[config.mk]
export PLATFORM = sky130hd
export DESIGN_NAME = replica_weighted_select_backoff
export DESIGN_NICKNAME = d
export VERILOG_FILES = /design/src/rtl/rwsb_pkg.sv /design/src/rtl/rwsb_ram.sv /design/src/rtl/replica_weighted_select_backoff.sv
export SDC_FILE = /design/constraint.sdc
export NUM_CORES = 2
export LEC_CHECK = 0
export BUFFER_PORTS_ARGS = -buffer_cell sky130_fd_sc_hd__clkbuf_2
export CORE_ASPECT_RATIO = 0.75
export CORE_MARGIN = 2
export CORE_UTILIZATION = 35
export DETAILED_ROUTE_END_ITERATION = 16
export PLACE_DENSITY_LB_ADDON = 0.08
export SETUP_SLACK_MARGIN = 0.2
export SKIP_CTS_REPAIR_TIMING = 1
export SYNTH_ARGS = -nofsm -noshare
export SYNTH_HDL_FRONTEND = slang
export SYNTH_SLANG_ARGS = --single-unit
[constraint.sdc]
create_clock -name clock -period 11.45 [get_ports clock]
set_clock_uncertainty 0.2 [all_clocks]
set_input_delay 1.7175 -clock clock [delete_from_list [all_inputs] [get_ports clock]]
set_output_delay 1.7175 -clock clock [all_outputs]
set_load 0.05 [all_outputs]
[src/rtl/rwsb_pkg.sv]
package rwsb_pkg;

   // Defaults for the top-level parameters
   localparam int MAX_REPLICAS_DEF  = 16;
   localparam int BACKOFF_LIMIT_DEF = 10;

   // First retry delay in ms, doubled per back-off level
   localparam logic [31:0] RETRY_BASE_MS = 32'd1000;

   // Port widths
   localparam int REQ_DATA_W = 56;
   localparam int REQ_USER_W = 2;
   localparam int RSP_DATA_W = 8;
   localparam int RSP_USER_W = 1;
   localparam int CSR_IDX_W  = 1;
   localparam int CSR_DATA_W = 5;
   localparam int SIZE_W     = 5;

   // Register indexes
   localparam logic [CSR_IDX_W-1:0] CSR_HIGH_SIZE = 1'b0;
   localparam logic [CSR_IDX_W-1:0] CSR_LOW_SIZE  = 1'b1;

   typedef enum logic [1:0] {
      MODE_SELECT  = 2'd0,
      MODE_FAIL    = 2'd1,
      MODE_SUCCESS = 2'd2,
      MODE_LOAD    = 2'd3
   } mode_type;

   // One stored replica entry
   typedef struct packed {
      logic [31:0] last_fail;
      logic [3:0]  level;
      logic [7:0]  errors;
      logic [7:0]  conns;
      logic [7:0]  weight;
   } entry_type;

   function automatic logic [31:0] retry_wait(input logic [3:0] level);
      return RETRY_BASE_MS << level;
   endfunction

endpackage

[src/rtl/rwsb_ram.sv]
module rwsb_ram #(
   parameter int WIDTH = 8,
   parameter int DEPTH = 16,
   localparam int AW   = (DEPTH > 1) ? $clog2(DEPTH) : 1
) (
   input  logic             clock,
   input  logic             wr_en,
   input  logic [AW-1:0]    wr_addr,
   input  logic [WIDTH-1:0] wr_data,
   input  logic [AW-1:0]    rd_addr,
   output logic [WIDTH-1:0] rd_data
);

   logic [WIDTH-1:0] mem_ff [DEPTH];
   logic [WIDTH-1:0] rd_data_ff;

   always_ff @(posedge clock) begin
      if (wr_en) begin
         mem_ff[wr_addr] <= wr_data;
      end
      rd_data_ff <= mem_ff[rd_addr];
   end

   assign rd_data = rd_data_ff;

endmodule

[src/rtl/replica_weighted_select_backoff.sv]
// Replica selector: weighted round robin over a high and a low priority group,
// with exponential back-off for failing replicas.
//
// req_ channel: one word per request. tuser carries the mode (select, failure
// report, success report, load entry); tdata the target and the time stamp.
// rsp_ channel: exactly one word per request. tuser is the found flag, tdata
// the chosen group and index (zero unless found).
// csr_ port: group sizes; the user must write them only while the block is idle (not enforced by the block).
//
// Timing: one request at a time; req_tready is high only in the idle state.
// Reports and loads: one read-modify-write of the entry RAM (ST_RMW), then the
// response word is loaded (ST_DONE) and the block returns to idle. A select
// works per group: a set-up step, then the scan pointer is folded into range
// by repeated subtraction and the RAM read is started, then one entry per
// cycle for at most size+1 entries; an empty group is skipped in the set-up
// step. The pointer never exceeds 16. The single RAM read port and shared
// entry evaluation set this pace.
//
// Reset clears both group sizes, scan pointers and run counts and the per-entry
// valid bits; an entry never written reads as all zero, so no clearing pass.
// A stalled receiver holds the response word in the output register; the next
// request is still accepted and finishes once the register is free.
module replica_weighted_select_backoff #(
   parameter int MAX_REPLICAS  = rwsb_pkg::MAX_REPLICAS_DEF,
   parameter int BACKOFF_LIMIT = rwsb_pkg::BACKOFF_LIMIT_DEF
) (
   input  logic                             clock,
   input  logic                             reset,
   // request words
   input  logic                             req_tvalid,
   output logic                             req_tready,
   // [0] group, [4:1] entry_index, [12:5] entry_weight,
   // [20:13] entry_connections, [52:21] now_ms, [55:53] zero
   input  logic [rwsb_pkg::REQ_DATA_W-1:0]  req_tdata,
   // [1:0] mode
   input  logic [rwsb_pkg::REQ_USER_W-1:0]  req_tuser,
   // response words
   output logic                             rsp_tvalid,
   input  logic                             rsp_tready,
   // [0] chosen_group, [4:1] chosen_index, [7:5] zero
   output logic [rwsb_pkg::RSP_DATA_W-1:0]  rsp_tdata,
   // [0] found
   output logic [rwsb_pkg::RSP_USER_W-1:0]  rsp_tuser,
   // register writes
   input  logic                             csr_wr_en,
   input  logic [rwsb_pkg::CSR_IDX_W-1:0]   csr_index,
   input  logic [rwsb_pkg::CSR_DATA_W-1:0]  csr_wdata
);

   import rwsb_pkg::*;

   localparam int ENTRIES = 2 * MAX_REPLICAS;
   localparam int AW      = $clog2(ENTRIES);
   localparam int EW      = $bits(entry_type);

   typedef enum logic [5:0] {
      ST_IDLE  = 6'b000001,
      ST_SETUP = 6'b000010,
      ST_MOD   = 6'b000100,
      ST_SCAN  = 6'b001000,
      ST_RMW   = 6'b010000,
      ST_DONE  = 6'b100000
   } state_type;

   // Group base plus index within group
   function automatic logic [AW-1:0] ent_addr(input logic g, input logic [4:0] x);
      logic [AW-1:0] base;
      base = g ? AW'(MAX_REPLICAS) : '0;
      return base + AW'(x);
   endfunction

   state_type state_ff, state_in;

   // captured request
   mode_type     mode_ff, mode_in;
   logic         grp_ff, grp_in;
   logic [3:0]   ix_ff, ix_in;
   logic [7:0]   wgt_ff, wgt_in;
   logic [7:0]   conn_ff, conn_in;
   logic [31:0]  now_ff, now_in;

   // configuration
   logic [SIZE_W-1:0] hi_size_ff, hi_size_in;
   logic [SIZE_W-1:0] lo_size_ff, lo_size_in;

   // per-group scan state
   logic [4:0] ptr_ff [2];
   logic [4:0] ptr_in [2];
   logic [7:0] run_ff [2];
   logic [7:0] run_in [2];

   // scan sequencer
   logic       g_ff, g_in;
   logic [4:0] cur_ff, cur_in;       // pointer being folded into range
   logic [4:0] vis_ff, vis_in;       // index whose data is on the RAM output
   logic [4:0] nxt_ff, nxt_in;       // index being read
   logic [4:0] visits_ff, visits_in;

   // result
   logic       res_found_ff, res_found_in;
   logic       res_grp_ff, res_grp_in;
   logic [3:0] res_idx_ff, res_idx_in;

   logic       rsp_valid_ff, rsp_valid_in;
   logic       rsp_found_ff, rsp_found_in;
   logic       rsp_grp_ff, rsp_grp_in;
   logic [3:0] rsp_idx_ff, rsp_idx_in;

   // entry RAM and valid bits
   logic [ENTRIES-1:0] vld_ff, vld_in;
   logic               rd_vld_ff;
   logic [AW-1:0]      rd_addr, wr_addr;
   logic               wr_en;
   entry_type          wr_data;
   logic [EW-1:0]      rd_raw;
   entry_type          ent;

   logic [SIZE_W-1:0]  size_sel;
   logic [4:0]         n;
   logic               req_fire;
   logic               healthy, retry;

   rwsb_ram #(
      .WIDTH (EW),
      .DEPTH (ENTRIES)
   ) u_ram (
      .clock   (clock),
      .wr_en   (wr_en),
      .wr_addr (wr_addr),
      .wr_data (wr_data),
      .rd_addr (rd_addr),
      .rd_data (rd_raw)
   );

   assign req_tready = (state_ff == ST_IDLE);
   assign req_fire   = req_tvalid && req_tready;

   // never-written entries read as zero
   assign ent = rd_vld_ff ? entry_type'(rd_raw) : '0;

   // group size, capped at the group depth (MAX_REPLICAS)
   assign size_sel = g_ff ? lo_size_ff : hi_size_ff;
   assign n = (int'(size_sel) > MAX_REPLICAS) ? 5'(MAX_REPLICAS) : size_sel;

   // entry evaluation shared by every scan step
   assign healthy = (run_ff[g_ff] < ent.weight) && (ent.errors < ent.conns);
   assign retry   = (ent.errors >= ent.conns) && (ent.level < 4'(BACKOFF_LIMIT)) &&
                    ((now_ff - ent.last_fail) > retry_wait(ent.level));

   always_comb begin
      entry_type  mod_ent;
      logic [7:0] err_inc;

      state_in     = state_ff;
      mode_in      = mode_ff;
      grp_in       = grp_ff;
      ix_in        = ix_ff;
      wgt_in       = wgt_ff;
      conn_in      = conn_ff;
      now_in       = now_ff;
      hi_size_in   = hi_size_ff;
      lo_size_in   = lo_size_ff;
      ptr_in       = ptr_ff;
      run_in       = run_ff;
      g_in         = g_ff;
      cur_in       = cur_ff;
      vis_in       = vis_ff;
      nxt_in       = nxt_ff;
      visits_in    = visits_ff;
      res_found_in = res_found_ff;
      res_grp_in   = res_grp_ff;
      res_idx_in   = res_idx_ff;
      rsp_valid_in = rsp_valid_ff && !rsp_tready;
      rsp_found_in = rsp_found_ff;
      rsp_grp_in   = rsp_grp_ff;
      rsp_idx_in   = rsp_idx_ff;
      vld_in       = vld_ff;
      rd_addr      = ent_addr(g_ff, nxt_ff);
      wr_en        = 1'b0;
      wr_addr      = ent_addr(grp_ff, {1'b0, ix_ff});
      wr_data      = ent;
      mod_ent      = ent;
      err_inc      = (ent.errors == 8'hFF) ? ent.errors : ent.errors + 8'd1;

      if (csr_wr_en) begin
         unique case (csr_index)
            CSR_HIGH_SIZE: hi_size_in = csr_wdata;
            CSR_LOW_SIZE:  lo_size_in = csr_wdata;
            default: ;
         endcase
      end

      unique case (state_ff)
         ST_IDLE: begin
            // read issued straight from the request for reports and loads
            rd_addr = ent_addr(req_tdata[0], {1'b0, req_tdata[4:1]});
            if (req_fire) begin
               mode_in      = mode_type'(req_tuser[1:0]);
               grp_in       = req_tdata[0];
               ix_in        = req_tdata[4:1];
               wgt_in       = req_tdata[12:5];
               conn_in      = req_tdata[20:13];
               now_in       = req_tdata[52:21];
               res_found_in = 1'b0;
               res_grp_in   = 1'b0;
               res_idx_in   = 4'd0;
               g_in         = 1'b0;
               if (mode_type'(req_tuser[1:0]) == MODE_SELECT) begin
                  state_in = ST_SETUP;
               end else if (int'(req_tdata[4:1]) < MAX_REPLICAS) begin
                  state_in = ST_RMW;
               end else begin
                  state_in = ST_DONE;
               end
            end
         end

         ST_SETUP: begin
            if (n == 5'd0) begin
               // empty group: skipped, pointer and run count kept
               if (!g_ff) begin
                  g_in = 1'b1;
               end else begin
                  state_in = ST_DONE;
               end
            end else begin
               cur_in   = ptr_ff[g_ff];
               state_in = ST_MOD;
            end
         end

         ST_MOD: begin
            if (cur_ff >= n) begin
               cur_in = cur_ff - n;
            end else begin
               rd_addr   = ent_addr(g_ff, cur_ff);
               vis_in    = cur_ff;
               nxt_in    = (cur_ff + 5'd1 == n) ? 5'd0 : cur_ff + 5'd1;
               visits_in = 5'd0;
               state_in  = ST_SCAN;
            end
         end

         ST_SCAN: begin
            // next entry is read while this one is judged
            vis_in    = nxt_ff;
            nxt_in    = (nxt_ff + 5'd1 == n) ? 5'd0 : nxt_ff + 5'd1;
            visits_in = visits_ff + 5'd1;
            if (healthy) begin
               run_in[g_ff] = run_ff[g_ff] + 8'd1;
               ptr_in[g_ff] = vis_ff;
               res_found_in = 1'b1;
               res_grp_in   = g_ff;
               res_idx_in   = vis_ff[3:0];
               state_in     = ST_DONE;
            end else begin
               run_in[g_ff] = 8'd0;
               if (retry) begin
                  // back-off expired: retry once, clear its error count
                  ptr_in[g_ff]   = vis_ff + 5'd1;
                  mod_ent.errors = 8'd0;
                  wr_en          = 1'b1;
                  wr_addr        = ent_addr(g_ff, vis_ff);
                  wr_data        = mod_ent;
                  vld_in[wr_addr] = 1'b1;
                  res_found_in   = 1'b1;
                  res_grp_in     = g_ff;
                  res_idx_in     = vis_ff[3:0];
                  state_in       = ST_DONE;
               end else if (visits_ff == n) begin
                  // group exhausted: pointer left on the last entry scanned
                  ptr_in[g_ff] = vis_ff;
                  if (!g_ff) begin
                     g_in     = 1'b1;
                     state_in = ST_SETUP;
                  end else begin
                     state_in = ST_DONE;
                  end
               end
            end
         end

         ST_RMW: begin
            unique case (mode_ff)
               MODE_FAIL: begin
                  mod_ent.errors = err_inc;
                  if ((err_inc >= ent.conns) && (ent.level < 4'(BACKOFF_LIMIT))) begin
                     mod_ent.level     = ent.level + 4'd1;
                     mod_ent.last_fail = now_ff;
                  end
               end
               MODE_SUCCESS: begin
                  mod_ent.errors = 8'd0;
                  mod_ent.level  = 4'd0;
               end
               MODE_LOAD: begin
                  mod_ent.weight = wgt_ff;
                  mod_ent.conns  = conn_ff;
               end
               MODE_SELECT: ;
            endcase
            wr_en           = 1'b1;
            wr_data         = mod_ent;
            vld_in[wr_addr] = 1'b1;
            state_in        = ST_DONE;
         end

         ST_DONE: begin
            if (!rsp_valid_ff || rsp_tready) begin
               rsp_valid_in = 1'b1;
               rsp_found_in = res_found_ff;
               rsp_grp_in   = res_grp_ff;
               rsp_idx_in   = res_idx_ff;
               state_in     = ST_IDLE;
            end
         end

         default: state_in = ST_IDLE;
      endcase
   end

   always_ff @(posedge clock) begin
      if (reset) begin
         state_ff     <= ST_IDLE;
         hi_size_ff   <= '0;
         lo_size_ff   <= '0;
         ptr_ff[0]    <= 5'd0;
         ptr_ff[1]    <= 5'd0;
         run_ff[0]    <= 8'd0;
         run_ff[1]    <= 8'd0;
         rsp_valid_ff <= 1'b0;
         vld_ff       <= '0;
      end else begin
         state_ff     <= state_in;
         hi_size_ff   <= hi_size_in;
         lo_size_ff   <= lo_size_in;
         ptr_ff       <= ptr_in;
         run_ff       <= run_in;
         rsp_valid_ff <= rsp_valid_in;
         vld_ff       <= vld_in;
      end
   end

   always_ff @(posedge clock) begin
      mode_ff      <= mode_in;
      grp_ff       <= grp_in;
      ix_ff        <= ix_in;
      wgt_ff       <= wgt_in;
      conn_ff      <= conn_in;
      now_ff       <= now_in;
      g_ff         <= g_in;
      cur_ff       <= cur_in;
      vis_ff       <= vis_in;
      nxt_ff       <= nxt_in;
      visits_ff    <= visits_in;
      res_found_ff <= res_found_in;
      res_grp_ff   <= res_grp_in;
      res_idx_ff   <= res_idx_in;
      rsp_found_ff <= rsp_found_in;
      rsp_grp_ff   <= rsp_grp_in;
      rsp_idx_ff   <= rsp_idx_in;
      // valid bit travels with the registered RAM read
      rd_vld_ff    <= vld_ff[rd_addr];
   end

   assign rsp_tvalid = rsp_valid_ff;
   assign rsp_tdata  = {3'b000, rsp_idx_ff, rsp_grp_ff};
   assign rsp_tuser  = rsp_found_ff;

endmodule

After elaboration in Yosys (flattened, before gate mapping)
Memories as Yosys holds them, arrays and structs flattened. A register that Yosys moved wholly into a read port is not among the register bits. Cells that the tools add are included.

Register bits: 164. Bits in writable memories: 1920. Input bits: 69. Output and inout bits: 11. Logic and storage cells: 211. Memories: 1.

Memories: u_ram.mem_ff (words 32, width 60, read ports 1, clocked after Yosys merged registers in 1, write ports 1, RTL line rwsb_ram.sv:14) `logic [WIDTH-1:0] mem_ff [DEPTH];`.

Add/sub/neg operators: 14. Magnitude comparators: 15. Eq/ne operators: 26. Shift-type cells: 1. Muxes and demuxes: 90. Bitwise gates (word level): 6. Reduce and logical (&&, ||, !) cells: 31.

Operator list (number): 60-bit case mux with 2 select lines (1); 5-bit 2-to-1 mux (21); 32-bit 2-to-1 mux (3); 32-bit OR (2); 32-bit case mux with 2 select lines (1); 60-bit 2-to-1 mux (1); 6-bit 2-to-1 mux (9); 5-bit case mux with 2 select lines (5); 24-bit 2-to-1 mux (2); 8-bit 2-to-1 mux (5); 36-bit 2-to-1 mux (1); 6-bit case mux with 6 select lines (1); 32-bit > comparator (1); 16-bit 2-to-1 mux (2); 10-bit by 4-bit left shift with 32-bit output, first input constant (1); 32-bit subtractor (1); 10-bit 2-to-1 mux (3); 12-bit case mux with 2 select lines (1); 5-bit by 1-bit adder with 5-bit output, second input constant (4); 10-bit bitwise mux (2); 5-bit by 6-bit < comparator with 1-bit output, second input constant (3); 1-bit 2-to-1 mux (18); 2-bit inequality test, second input constant (9); 8-bit by 1-bit adder with 8-bit output, second input constant (2); other kinds (49) (84).

Depth between registers and ports, before layout
Word-level depth: 10. Mapped depth: 28. Depth with buffers taken out: 22.

Cells and area by module
From an unflattened synthesis, not the netlist that was laid out.

Cells, all modules: 5602. Area, all modules: 87781.7 um^2.

Modules (own cells, without submodules): rwsb_ram (times used 1, cells each 4195, area each 75865.3 um^2, sequential area each 58856.4 um^2); replica_weighted_select_backoff (times used 1, cells each 1407, area each 11916.4 um^2, sequential area each 4164.0 um^2).

Worst setup path before layout
No wires, ideal clock.

Path kind: register to register. Start: reg rd_vld_ff. End: mem u_ram.mem_ff[16][0] (netlist name) (enable). Setup time: 0.569 ns. Arrival: 9.242 ns. Required time: 10.681 ns. Path slack: 1.438 ns. Cell stages (with the launch flop): 27. Buffers on the path: 6. Period minus slack after synthesis: 10.012 ns. Cell sequence: dfxtp_1 > clkbuf_1 > clkbuf_1 > clkbuf_1 > clkbuf_1 > nand2_1 > ha_1 > buf_2 > nand4_1 > a2111oi_0 > o21ai_0 > nand2_1 > a21oi_1 > o31a_1 > xnor2_1 > ha_1 > nand4_1 > nor4_1 > o21ai_0 > o211ai_1 > a221o_1 > nor4_4 > a21oi_2 > and2_1 > buf_6 > nand3_1 > a21boi_0.

Longest elaborated chain between the ends: 9. Elaborated cells on any way between the ends: 19. Those cells by class: 1 x add/sub; 5 x order compare; 1 x shift; 9 x mux; 3 x reduce/logical.

RTL lines: from (decl) (RTL line replica_weighted_select_backoff.sv:111) `logic rd_vld_ff;`; from (signal assigned) (RTL line replica_weighted_select_backoff.sv:363) `rd_vld_ff <= vld_ff[rd_addr];`; 60-bit 2-to-1 mux * (RTL line replica_weighted_select_backoff.sv:139) `assign ent = rd_vld_ff ? entry_type'(rd_raw) : '0;`; 32-bit subtractor, or another cell as far along (RTL line replica_weighted_select_backoff.sv:148) `((now_ff - ent.last_fail) > retry_wait(ent.level));`; 32-bit > comparator / 1-bit logical AND (equally long branches) (RTL line replica_weighted_select_backoff.sv:148, replica_weighted_select_backoff.sv:147); 1-bit logical AND (RTL line replica_weighted_select_backoff.sv:147) `assign retry = (ent.errors >= ent.conns) && (ent.level < 4'(BACKOFF_LIMIT)) &&`; 1-bit 2-to-1 mux (RTL line replica_weighted_select_backoff.sv:258) `if (retry) begin`; 1-bit 2-to-1 mux (RTL line replica_weighted_select_backoff.sv:249) `if (healthy) begin`; 1-bit case mux with 2 select lines (RTL line replica_weighted_select_backoff.sv:193) `unique case (state_ff)`; 1-bit 2-to-1 mux (RTL line rwsb_ram.sv:18) `if (wr_en) begin`; 1-bit 2-to-1 mux (not written as such) (RTL line rwsb_ram.sv:19) `mem_ff[wr_addr] <= wr_data;`; to (decl) (RTL line rwsb_ram.sv:14).

Mark *: on every way between the ends. The rest lies on a longest branch, timed or not.

Final worst setup path
Start: reg rd_vld_ff. End: mem u_ram.mem_ff[23][23] (netlist name) (enable).

Same word-level chain as after synthesis.

==> run_results.csv <==
group,metric,value,unit
place,gp_congestion,0.792,
cts,cts_buffer_depth,4,
synth,ys_async_sr_fraction,0,
cts,clock-root-buffer,"clkbuf_16",
critical_path,cpMaxStageDelayCell,"nand2_4",
power_and_ir_drop,power_frac_seq,0.454,
cts,numCtsBuffers,226,
floorplan,num_io_pins,80,
timing,fin_ws,3040,ps
timing,drv_slew,0,
critical_path,worstReg2RegEnd,"u_ram.mem_ff[23][23]",
synth,synth-edff-count,2008,
global_route,grt_pass1_vias,51275,
power_and_ir_drop,power.switching,5980,uW
cts,clk_pin_slew_worst_paths,60,ps
global_route,grt_max_degree,193,
final_layout,drive_above_1_share,0.121,
synth,seq_area_frac_synth,0.716,
power_and_ir_drop,internal_power,14300,uW
critical_path,crit_type,"reg2reg",
synth,synth.distinct_cells,87,
critical_path,startpoint_type,"flip-flop",
worst_hold_path,hold_depth,0,
global_route,grt_pass1_wl,397000,microns
detailed_routing,via_count,53446,
power_and_ir_drop,switching_share,0.295,
critical_path,r2r_slack,3040,ps
cts,insertion_delay,910,ps
critical_path,max_stage_delay,770,ps
detailed_routing,wire_per_inst,29.2,microns
power_and_ir_drop,p_clk_frac,0.350,
detailed_routing,drtPass1Iterations,7,
cts,htreeDepth,4,
timing,worst_hold_slack,226,ps
floorplan,placementRows,159,
floorplan,die_area,255000,sq um
final_layout,area_delta_synth_final,13.4,%
global_route,antenna_found_initial,6,
cts,cts_tree,"done",
floorplan,initial_core_util,0.352,
detailed_routing,via_per_inst,5.57,
synth,syn_inst,6083,
worst_hold_path,worstHoldStart,"res_idx_ff[2]",
flow_run,maxCapViolCount,0,
detailed_routing,drtIter0Drc,5637,
power_and_ir_drop,vdd_drop_max,0.135,mV
floorplan,core,250000,sq um
critical_path,path_max_fanout,41,
critical_path,path_cells,"and2_1 > ha_1 > fa_1 > nor2b_1 > o2111ai_1 > a21oi_1 > o21ai_1 > nand2_1 > a31oi_1 > xnor2_1 > ha_1 > nand4_1 > nor4_1 > o21ai_0 > o211ai_1 > a221o_1 > nor4_4 > a21oi_2 > and2_2 > buf_4 > nand3_1 > nand2_4 > buf_4",
status,status,"finished clean",
timing,fin_crit_sh,0.735,
floorplan,die-height,438,microns
detailed_routing,drc_errors,0,
final_layout,nets,6292,
critical_path,worstPathArrival,8690,ps
power_and_ir_drop,p_leak,0.0320,uW
timing,grt_setup_unrepaired,"false",
timing,fmax,0.119,GHz
synth,ys_warn_count,0,
synth,ys.flop_type,"edfxtp_1",
synth,synthesis.area,88000,sq um
global_route,grt_overflow_total,0,
synth,ys_seq_elements,2144,
timing,slew_headroom,0.132,
timing,worst_slew_pin_slew,1300,ps
global_route,track_usage,0.215,
critical_path,end_kind,"flip-flop",
detailed_routing,ant_nets,0,
detailed_routing,wl,280000,microns
timing,period_needed,8410,ps
place,place_ws,3130,ps
timing,final-setup-viol-count,0,
power_and_ir_drop,comb_power_share,0.195,
worst_hold_path,holdCritPathClass,"reg2reg",
synth,syn_area_per_cell,14.5,sq um
timing,hold_viol,0,
power_and_ir_drop,powerDensity,203,nW/um^2
cts,cts_sinks,2144,
critical_path,cp.required,11730,ps
floorplan,fp.dieW,583,microns
critical_path,r2r_cells,23,
critical_path,crit-reg2reg-launch,"rd_vld_ff",
place,dpl.hpwl,147000,microns
timing,setup-tns-final,0,ps
worst_hold_path,holdPathEnd,"rsp_idx_ff[2]",
place,port-buffer-count,73,
worst max path at each step:
stage,endpoint,start,slack [ps]
after floorplan,u_ram.mem_ff[16][0],rd_vld_ff,1440
after global placement,u_ram.mem_ff[20][13],rd_vld_ff,3120
after detailed placement,u_ram.mem_ff[20][49],rd_vld_ff,3130
after CTS,u_ram.mem_ff[20][18],rd_vld_ff,3080
after global routing,u_ram.mem_ff[23][23],rd_vld_ff,2500
final,u_ram.mem_ff[23][23],rd_vld_ff,3040
Yosys cell counts (43+ instances only):
library cell / instances / area share
a211oi_1: 388 / 0.033
a21oi_1: 164 / 0.0093
a221oi_1: 64 / 0.0064
a22oi_1: 66 / 0.0056
a311oi_1: 124 / 0.012
a31oi_1: 251 / 0.018
and2_1: 389 / 0.028
and3_1: 73 / 0.0052
buf_2: 145 / 0.0083
clkbuf_1: 227 / 0.0097
dfxtp_1: 136 / 0.031
edfxtp_1: 2008 / 0.69
ha_1: 98 / 0.014
mux4_2: 122 / 0.031
nand2_1: 1013 / 0.043
nand3_1: 88 / 0.0050
nor2_1: 98 / 0.0042
o2111ai_1: 63 / 0.0063
o21ai_0: 126 / 0.0072
xnor2_1: 43 / 0.0043
routing by layer:
metal	share of wire	track usage	vias to the layer above
met5	0	0	-
met4	0.019	0.0449	0
met3	0.056	0.0282	307
met2	0.44	0.321	1560
met1	0.49	0.334	27866
li1	-	-	23713
placed cells by master (no fill, tap or decap), types with 71 or more instances in the layout:
master     count
edfxtp_1    2008
nand2_1     1011
a211oi_1     388
and2_1       385
a31oi_1      251
clkbuf_16    230
a21oi_1      159
dfxtp_1      135
a311oi_1     124
mux4_2       122
buf_4        120
ha_1          98
nor2_1        89
nand3_1       88
o21ai_0       78
and3_1        73
clkbuf_2      73
clkbuf_1      71
worst max-delay path: cells and delay by family, from the launching register on:
family | cells | cell delay (ps)
simple gates | 9 | 2660
compound gates | 8 | 2040
buf+inv | 2 | 1250
fa+ha+maj | 3 | 960
flops | 1 | 540
xor+xnor | 1 | 180
power groups by stage:
| stage | clock, uW | combinational (uW) | sequential [uW] |
|---|---|---|---|
| 6_report | 7110 | 3970 | 9220 |
| 3_3_place_gp | 0 | 3970 | 9390 |
| 5_1_grt | 7580 | 4320 | 9230 |
| 4_1_cts | 7280 | 3980 | 9220 |
| 2_1_floorplan | 0 | 2500 | 9330 |
| 3_5_place_dp | 0 | 3970 | 9390 |
state kept, by name, indices dropped and copies added, names as in the netlist, 5 cells and up:
register       count
u_ram.rd_data     60
hi_size_ff         5
wgt_ff             8
ptr_ff            10
run_ff            16
state_ff           6
nxt_ff             5
lo_size_ff         5
vis_ff             5
conn_ff            8
u_ram.mem_ff    1920
now_ff            32
visits_ff          5
cur_ff             5
vld_ff            32
logic make-up (layout without fill, tap and decap cells):
family / after synthesis / in the layout / synth area share
compound gates: 1396 / 1396 / 0.111
xor+xnor: 66 / 66 / 0.00657
fa+ha+maj: 100 / 100 / 0.0144
buf+inv: 456 / 671 / 0.0235
flops: 2144 / 2144 / 0.716
mux: 149 / 149 / 0.0345
other cells: 1 / 4 / 0.0000426
simple gates: 1771 / 1771 / 0.0935
final cells by class:
class                      count  area, sq um
fill                       23196       150000
sequential                  2144        63000
multi-input combinational   3485        23600
clock buffer                 307         6100
tap                         3300         4130
timing repair buffer         225         1910
clock inverter                98          851
inverter                      41          155
antenna                        1         2.50
per-stage QoR:
step	cell area (sq um)	util	std cells	power (uW)
2_1_floorplan	88000	-	6085	11800
3_3_place_gp	92800	0.371	9195	13400
3_5_place_dp	92800	0.371	9195	13400
4_1_cts	99700	0.399	9600	20500
5_1_grt	99800	0.399	9600	21100
6_report	99800	0.399	9601	20300
Power figures use the tool's default switching activity.
